<file path="src/rtl/afwg_pkg.sv">
package afwg_pkg;

   // Geometry limits of the detector and the volume
   localparam int DETECTOR_ROWS = 1024;
   localparam int MAX_RUN       = 32;
   localparam int U_BINS        = 1024;
   localparam int SLICES        = 1024;
   localparam int RESULT_CAP    = 32;
   localparam int RUN_CAP       = (MAX_RUN < RESULT_CAP) ? MAX_RUN : RESULT_CAP;

   // Port widths
   localparam int COL_W     = 10;
   localparam int ROW_W     = 10;
   localparam int WEIGHT_W  = 8;
   localparam int CFG_W     = 32;
   localparam int CFG_IDX_W = 3;

   // Shared divider and square root widths
   localparam int DIV_DVD_W = 64;
   localparam int DIV_DVS_W = 32;
   localparam int SQRT_RAD_W = 64;

   // Register indexes
   localparam logic [CFG_IDX_W-1:0] REG_U_REL_ORIGIN  = 3'd0;
   localparam logic [CFG_IDX_W-1:0] REG_DELTA_U       = 3'd1;
   localparam logic [CFG_IDX_W-1:0] REG_SRC_DET_DIST  = 3'd2;
   localparam logic [CFG_IDX_W-1:0] REG_Z_ORIGIN      = 3'd3;
   localparam logic [CFG_IDX_W-1:0] REG_DELTA_Z       = 3'd4;
   localparam logic [CFG_IDX_W-1:0] REG_W_FIRST_CTR   = 3'd5;
   localparam logic [CFG_IDX_W-1:0] REG_DELTA_DW      = 3'd6;
   localparam logic [CFG_IDX_W-1:0] REG_WEIGHT_GAIN   = 3'd7;

   // Datapath commands
   localparam int OP_W = 5;
   localparam logic [OP_W-1:0] OP_NONE   = 5'd0;
   localparam logic [OP_W-1:0] OP_LOAD   = 5'd1;
   localparam logic [OP_W-1:0] OP_CALC0  = 5'd2;
   localparam logic [OP_W-1:0] OP_CALC1  = 5'd3;
   localparam logic [OP_W-1:0] OP_MUL    = 5'd4;
   localparam logic [OP_W-1:0] OP_SQ     = 5'd5;
   localparam logic [OP_W-1:0] OP_DIV_C  = 5'd6;
   localparam logic [OP_W-1:0] OP_TAKE_C = 5'd7;
   localparam logic [OP_W-1:0] OP_DIV_W  = 5'd8;
   localparam logic [OP_W-1:0] OP_TAKE_W = 5'd9;
   localparam logic [OP_W-1:0] OP_NUM    = 5'd10;
   localparam logic [OP_W-1:0] OP_DIV_S  = 5'd11;
   localparam logic [OP_W-1:0] OP_TAKE_S = 5'd12;
   localparam logic [OP_W-1:0] OP_DIV_P  = 5'd13;
   localparam logic [OP_W-1:0] OP_TAKE_P = 5'd14;
   localparam logic [OP_W-1:0] OP_RANGE  = 5'd15;
   localparam logic [OP_W-1:0] OP_SQRT   = 5'd16;
   localparam logic [OP_W-1:0] OP_DIV_F  = 5'd17;
   localparam logic [OP_W-1:0] OP_TAKE_F = 5'd18;
   localparam logic [OP_W-1:0] OP_GAIN   = 5'd19;
   localparam logic [OP_W-1:0] OP_PCAP   = 5'd20;
   localparam logic [OP_W-1:0] OP_ROW    = 5'd21;
   localparam logic [OP_W-1:0] OP_PMUL   = 5'd22;
   localparam logic [OP_W-1:0] OP_EMIT   = 5'd23;
   localparam logic [OP_W-1:0] OP_EMPTY  = 5'd24;

   typedef struct packed {
      logic [OP_W-1:0] op;
      logic [1:0]      pp;
   } cmd_type;

   typedef struct packed {
      logic bad;
      logic div_done;
      logic sqrt_done;
      logic range_empty;
      logic last_row;
      logic out_free;
   } status_type;

endpackage

</file>
<file path="src/rtl/afwg_controller.sv">
module afwg_controller (
   input  logic                 clock,
   input  logic                 reset,
   input  logic                 req_valid,
   output logic                 req_ready,
   input  afwg_pkg::status_type st,
   output afwg_pkg::cmd_type    cmd
);

   localparam logic [4:0] S_IDLE    = 5'd0;
   localparam logic [4:0] S_CALC0   = 5'd1;
   localparam logic [4:0] S_CALC1   = 5'd2;
   localparam logic [4:0] S_MUL     = 5'd3;
   localparam logic [4:0] S_SQ      = 5'd4;
   localparam logic [4:0] S_DC_GO   = 5'd5;
   localparam logic [4:0] S_DC_WAIT = 5'd6;
   localparam logic [4:0] S_DW_GO   = 5'd7;
   localparam logic [4:0] S_DW_WAIT = 5'd8;
   localparam logic [4:0] S_NUM     = 5'd9;
   localparam logic [4:0] S_DS_GO   = 5'd10;
   localparam logic [4:0] S_DS_WAIT = 5'd11;
   localparam logic [4:0] S_DP_GO   = 5'd12;
   localparam logic [4:0] S_DP_WAIT = 5'd13;
   localparam logic [4:0] S_RANGE   = 5'd14;
   localparam logic [4:0] S_SQ_GO   = 5'd15;
   localparam logic [4:0] S_SQ_WAIT = 5'd16;
   localparam logic [4:0] S_DF_GO   = 5'd17;
   localparam logic [4:0] S_DF_WAIT = 5'd18;
   localparam logic [4:0] S_GAIN    = 5'd19;
   localparam logic [4:0] S_PCAP    = 5'd20;
   localparam logic [4:0] S_ROW     = 5'd21;
   localparam logic [4:0] S_PMUL    = 5'd22;
   localparam logic [4:0] S_EMIT    = 5'd23;
   localparam logic [4:0] S_EMPTY   = 5'd24;

   logic [4:0] state_ff, state_in;
   logic [1:0] pp_ff, pp_in;

   always_comb begin
      state_in  = state_ff;
      pp_in     = pp_ff;
      cmd.op    = afwg_pkg::OP_NONE;
      cmd.pp    = pp_ff;
      req_ready = (state_ff == S_IDLE);
      unique case (state_ff)
         S_IDLE: begin
            if (req_valid) begin
               cmd.op   = afwg_pkg::OP_LOAD;
               state_in = S_CALC0;
            end
         end
         S_CALC0: begin
            cmd.op   = afwg_pkg::OP_CALC0;
            state_in = S_CALC1;
         end
         S_CALC1: begin
            cmd.op   = afwg_pkg::OP_CALC1;
            state_in = st.bad ? S_EMPTY : S_MUL;
         end
         S_MUL: begin
            cmd.op   = afwg_pkg::OP_MUL;
            state_in = S_SQ;
         end
         S_SQ: begin
            cmd.op   = afwg_pkg::OP_SQ;
            state_in = S_DC_GO;
         end
         S_DC_GO: begin
            cmd.op   = afwg_pkg::OP_DIV_C;
            state_in = S_DC_WAIT;
         end
         S_DC_WAIT: begin
            if (st.div_done) begin
               cmd.op   = afwg_pkg::OP_TAKE_C;
               state_in = S_DW_GO;
            end
         end
         S_DW_GO: begin
            cmd.op   = afwg_pkg::OP_DIV_W;
            state_in = S_DW_WAIT;
         end
         S_DW_WAIT: begin
            if (st.div_done) begin
               cmd.op   = afwg_pkg::OP_TAKE_W;
               state_in = S_NUM;
            end
         end
         S_NUM: begin
            cmd.op   = afwg_pkg::OP_NUM;
            state_in = S_DS_GO;
         end
         S_DS_GO: begin
            cmd.op   = afwg_pkg::OP_DIV_S;
            state_in = S_DS_WAIT;
         end
         S_DS_WAIT: begin
            if (st.div_done) begin
               cmd.op   = afwg_pkg::OP_TAKE_S;
               state_in = S_DP_GO;
            end
         end
         S_DP_GO: begin
            cmd.op   = afwg_pkg::OP_DIV_P;
            state_in = S_DP_WAIT;
         end
         S_DP_WAIT: begin
            if (st.div_done) begin
               cmd.op   = afwg_pkg::OP_TAKE_P;
               state_in = S_RANGE;
            end
         end
         S_RANGE: begin
            if (st.range_empty) begin
               state_in = S_EMPTY;
            end else begin
               cmd.op   = afwg_pkg::OP_RANGE;
               state_in = S_SQ_GO;
            end
         end
         S_SQ_GO: begin
            cmd.op   = afwg_pkg::OP_SQRT;
            state_in = S_SQ_WAIT;
         end
         S_SQ_WAIT: begin
            if (st.sqrt_done) begin
               state_in = S_DF_GO;
            end
         end
         S_DF_GO: begin
            cmd.op   = afwg_pkg::OP_DIV_F;
            state_in = S_DF_WAIT;
         end
         S_DF_WAIT: begin
            if (st.div_done) begin
               cmd.op   = afwg_pkg::OP_TAKE_F;
               pp_in    = 2'd0;
               state_in = S_GAIN;
            end
         end
         S_GAIN: begin
            cmd.op = afwg_pkg::OP_GAIN;
            if (pp_ff == 2'd1) begin
               pp_in    = 2'd0;
               state_in = S_PCAP;
            end else begin
               pp_in = pp_ff + 2'd1;
            end
         end
         S_PCAP: begin
            cmd.op   = afwg_pkg::OP_PCAP;
            state_in = S_ROW;
         end
         S_ROW: begin
            cmd.op   = afwg_pkg::OP_ROW;
            pp_in    = 2'd0;
            state_in = S_PMUL;
         end
         S_PMUL: begin
            cmd.op = afwg_pkg::OP_PMUL;
            if (pp_ff == 2'd3) begin
               pp_in    = 2'd0;
               state_in = S_EMIT;
            end else begin
               pp_in = pp_ff + 2'd1;
            end
         end
         S_EMIT: begin
            if (st.out_free) begin
               cmd.op   = afwg_pkg::OP_EMIT;
               state_in = st.last_row ? S_IDLE : S_ROW;
            end
         end
         S_EMPTY: begin
            if (st.out_free) begin
               cmd.op   = afwg_pkg::OP_EMPTY;
               state_in = S_IDLE;
            end
         end
         default: state_in = S_IDLE;
      endcase
   end

   always_ff @(posedge clock) begin
      if (reset) begin
         state_ff <= S_IDLE;
         pp_ff    <= 2'd0;
      end else begin
         state_ff <= state_in;
         pp_ff    <= pp_in;
      end
   end

endmodule

</file>
<file path="config.mk">
export PLATFORM = sky130hd
export DESIGN_NAME = afwg_controller
export DESIGN_NICKNAME = d
export VERILOG_FILES = /design/src/rtl/afwg_pkg.sv /design/src/rtl/afwg_controller.sv
export SDC_FILE = /design/constraint.sdc
export NUM_CORES = 1
export LEC_CHECK = 0
export BUFFER_PORTS_ARGS = -buffer_cell sky130_fd_sc_hd__buf_2
export CAP_MARGIN = 20
export CORE_UTILIZATION = 55
export CTS_BUF_LIST = sky130_fd_sc_hd__clkbuf_16
export DETAILED_ROUTE_END_ITERATION = 8
export GPL_TIMING_DRIVEN = 0
export PLACE_DENSITY = 0.78
export SYNTH_ARGS = -nofsm -noshare
export SYNTH_HDL_FRONTEND = slang
export SYNTH_SLANG_ARGS = --single-unit
</file>
<file path="constraint.sdc">
create_clock -name clock -period 1.8 [get_ports clock]
set_input_delay 0.18 -clock clock [delete_from_list [all_inputs] [get_ports clock]]
set_output_delay 0.18 -clock clock [all_outputs]
set_load 0.02 [all_outputs]
</file>
After elaboration in Yosys (flattened, before gate mapping):

Index checks and enable logic that the tools add are counted.

* register bits: 7
* bits in latches: 0
* memory bits (writable): 0
* memory bits (read-only): 0
* output and inout bits: 8
* memories kept: 0

* $add $sub $neg: 1
* multiply operators: 0
* divide/modulo/power cells: 0
* order comparisons: 0
* equal/unequal tests: 37
* shift operators: 0
* multiplexer cells: 29
* bitwise logic cells: 0
* reductions and logical operators: 4

Operator list (count)
* 5-bit one-hot mux with 25 select lines: 1
* 5-bit one-hot mux with 24 select lines: 1
* 5-bit 2-to-1 mux: 17
* 5-bit equality test (second input constant): 9
* 5-bit by 4-bit equality test with 1-bit output (second input constant): 8
* 2-bit inequality test (second input constant): 11
* 5-bit by 3-bit equality test with 1-bit output (second input constant): 4
* 4-bit 2-to-1 mux: 4
* 11-bit AND reduction: 1
* 5-bit by 2-bit equality test with 1-bit output (second input constant): 2
* 2-bit one-hot mux with 4 select lines: 1
* 2-bit 2-to-1 mux: 3
* 5-bit by 1-bit equality test with 1-bit output (second input constant): 1
* 5-bit logical NOT: 1
* 4-bit nonzero test: 1
* 3-bit 2-to-1 mux: 1
* 2-bit by 1-bit adder with 2-bit output (second input constant): 1
* 2-bit by 1-bit equality test with 1-bit output (second input constant): 1
* 2-bit equality test (second input constant): 1
* 2-bit AND reduction: 1
* 1-bit 2-to-1 mux: 1

Longest topological paths before layout:

* word-level depth: 3
* depth in mapped cells: 7
* mapped depth without buffers: 7

Worst setup path after synthesis:

No wires, ideal clock.

* path type: reg-to-output
* start point: register state_ff[0]
* end point: output port cmd[4] (netlist bit)
* data arrival time: 1.358 ns
* data required time: 1.620 ns
* slack: 0.262 ns
* cell stages (with the launch flop): 6
* path buffers: 2
* path through: dfxtp_1 -> buf_4 -> buf_2 -> nand2_1 -> a2bb2oi_1 -> o21ai_0

RTL lines
* start: declaration: line afwg_controller.sv:36 `logic [4:0] state_ff, state_in;`
* start signal: assignment: line afwg_controller.sv:188 `state_ff <= state_in;`
* end: declaration: line afwg_controller.sv:7 `output afwg_pkg::cmd_type cmd`

==> impl_results.md <==
* Status: finished, violations left
* Failing checks: negative setup slack
* Gr usage total at 35.10%
* Post-synth cell types at 49
* Asr flop ratio synth at 0%
* Stages on worst setup path at 7
* Die Y at 44.45 um
* Worst Path Buf+Inv at 3
* DR WL/cell at 19.49 um
* Clock sink count at 7
* Termination of the worst setup path: cmd[2]
* Fin util at 86.58%
* Clk_lat worst skew at 230 ps
* Max Root-Sink Buffers at 2
* Fin. Hold Viols at 0
* Compound-Gate Fraction of Synth Area at 39.27%
* Fraction of layout cells with a size suffix above 1 at 35.47%
* Initial DRT Pass Iterations at 5
* Tmin final at 1851 ps
* Synth top area cells: dfxtp_1 14%, a21oi_1 7.1%, o21ai_0 5.6%
* Post-Place Cell Area at 1101 um2
* Crit Reg-Reg Endpoint: state_ff[0]
* Htree depth at 1
* Port-buffer cells at 16
* Via density at 7.240
* Final setup fails at 2
* Cts hold-fix bufs at 0
* DIE AREA at 1975 um2
* Slew headroom at 68.62%
* Synth Register Bits at 7
* Routed wire length at 3821 um
* Gate power share at 69.8%
* CP max stage delay at 400 ps
* Leakage at 0.0005242 uW
* Maximum vdd ir drop at 0.001300 V
* Crit path kind: register to output port
* Worst setup EP type: output port
* Clock-pin slew on the worst setup and hold paths at 40 ps
* CP delay by family, top: buffers and inverters
* Finished Cell Area at 1380 um2
* 1st-iter DRT viols at 129
* Mapped Area at 991.0 um2
* Total of max-cap violations at 0
* Root Buffer: clkbuf_16
* Setup TNS at -64.60 ps
* # nets final at 185
* Antenna Nets Post-Route at 0
* Synthesized-area fraction occupied by adder cells at 3.788%
* Hold_ws at 205.4 ps
* Largest net degree at the start of global routing at 11
* RR Startpoint: state_ff[2]
* Mux contribution to synthesized area at 1.010%
* Antenna diode count at 0
* Fin crit share at 102.8%
* CP cell instances: buf_12 > buf_6 > nor2_1 > o21ai_0 > o311ai_1 > nand3_1 > buf_2
* Clock power share at 17.4%
* Pwr Density at 1567 nW/um2
* Sequential share of the synthesized area at 14.14%
* Setup Skew at 2.472 ps
* Int Pwr at 1138 uW
* First-pass GRT wire length at 5119 um
* Core Area at 1594 um2
* F_max at 540.3 MHz
* Net Sw Frac at 47.35%
* Hold crit path type: primary input to register
* Final WS setup at -50.84 ps
* Slowest-stage cell, CP: dfxtp_4
* Main combinational cell family by area after synthesis: compound AO/OA/AOI/OAI gates
* Startpoint Class: register
* Final Wtd Congestion at 0.9274
* Num CTS Buffers at 3
* Critical Path AT at 1670 ps
* Library cell with the largest summed area after synthesis: dfxtp_1
* Worst reg-to-reg path cell count at 7
* CP Max Fanout at 10
* Via Count at 1,419
* Syn_nets at 157
* Post-synthesis simple-gate area fraction at 29.55%
* Design Power at 2162 uW
* Row cnt at 14
* Vias in the first global route at 1,112
* Die width at 44.45 um
* CP Launch Point: state_ff[1]
* Starting Density at 62.17%
* Fill cells at 95
* Net switching power figure at 1024 uW
* Post-synth EDFFs at 0
* Worst Path Required at 1620 ps
* I/O Pins at 17
* Syn. warnings at 0
* XOR/XNOR Fraction of Synth Area at 1.768%
* Post-Synthesis Cells at 145
* Synth Flop Type: dfxtp_1
* Worst-Margin Slew at 470.7 ps
* Max Slew Vio Count at 0
* Placed wire-length estimate at 2052 um
* Seq pwr share at 12.8%
* DRC Markers at 0
* Area grow syn2layout at 39.27%
* Synth top area share at 14.14%
* Initial antenna violation count at 0
* Total grt overflow at 0
* CTS tree: done
* Reg2reg setup slack at 90 ps
* Avg Cell Area, Syn at 6.834 um2
[cells in the mapped netlist (2+ instances only)]
library cell and count:
nor3b_1 3, clkbuf_1 3, o21ai_1 6, a211oi_1 2, nand3_1 9, a31oi_1 2
inv_1 5, nand2b_1 2, o211ai_1 3, buf_2 5, dfxtp_1 7, nand4_1 2
buf_4 6, o311ai_0 2, nor2b_1 6, ha_1 3, nor2_1 7, nand2_1 12
nor3_1 3, a21oi_1 14, o21ai_0 11, a32oi_1 5
[per-layer routing]
metal  wire length, um  vias to the layer above  global-route usage (%)
li1                  -                      605                       -
met1              1378                      632                   44.33
met2              1716                      144                   56.76
met3               498                       38                   6.531
met4               227                        0                   17.58
met5                 0                        -                       0
[cell type report]
class	instances	area, um2	share of cell area (%)
multi-input combinational	118	802.0	58.11
sequential	7	153.9	11.15
timing repair buffer	24	145.1	10.52
buffer	13	141.4	10.24
clock buffer	3	75.07	5.440
tap	24	30.03	2.176
inverter	6	28.78	2.085
clock inverter	1	3.754	0.2720
[through the flow]
stage	std cells	worst slack (ps)
2_1_floorplan	145	261.9
3_3_place_gp	185	57.48
3_5_place_dp	185	64.63
4_1_cts	189	5.734
5_1_grt	196	-162.9
6_report	196	-50.84
[flip-flops by register name, indices dropped and copies added, names as in the netlist]
signal,count
state_ff,5
pp_ff,2
[power by group through the flow]
| stage | Sequential (uW) | Combinational, uW | Clock, uW |
|---|---|---|---|
| 2_1_floorplan | 216 | 872 | 0 |
| 3_3_place_gp | 222 | 1110 | 0 |
| 3_5_place_dp | 225 | 1120 | 0 |
| 4_1_cts | 233 | 1220 | 377 |
| 5_1_grt | 280 | 1580 | 382 |
| 6_report | 276 | 1510 | 377 |
[logic make-up (layout without fill, tap and decap cells)]
family                     count (synthesis)  in the layout
buffers and inverters                     20             47
muxes                                      1              1
xor gates and xnor gates                   2              2
DFF                                        7              7
AOI/OAI and AO/OA                         59             59
and+or+nand+nor                           53             53
adders and majority gates                  3              3
[repair_timing]
action,4_1_cts,5_1_grt
pin swaps,0,3
gates resized for setup,20,30
buffers inserted,0,8
setup endpoints to repair,5,5
[cells in the final DEF (no fill, tap or decap), types with 4 or more instances in the layout]
cell,synthesis,layout
buf_2,5,14
nand2_1,12,12
a21oi_1,14,12
buf_4,6,10
nand3_1,9,9
o21ai_0,11,8
o21ai_1,6,8
nor2_1,7,7
buf_6,0,6
nor2b_1,6,5
a32oi_1,5,5
inv_1,5,4
[worst register-to-register path, cell delays in order, from the launching register on]
cell	delay, ps
dfxtp_2	320
buf_6	130
buf_4	140
and4b_1	220
o21ai_1	240
and3_4	280
o311ai_1	120
a21oi_1	180
[how the worst min path moves through the flow]
stage | startpoint | cells past startpoint | slack, ps | to
4_1_cts | reset | 2 | 200 | state_ff[4]
3_3_place_gp | reset | 2 | 440 | state_ff[0]
6_report | reset | 2 | 210 | state_ff[3]
3_5_place_dp | reset | 2 | 450 | state_ff[4]
5_1_grt | reset | 2 | 230 | state_ff[3]
2_1_floorplan | reset | 1 | 250 | state_ff[4]
Note: power is estimated with default switching activity, not from simulation.
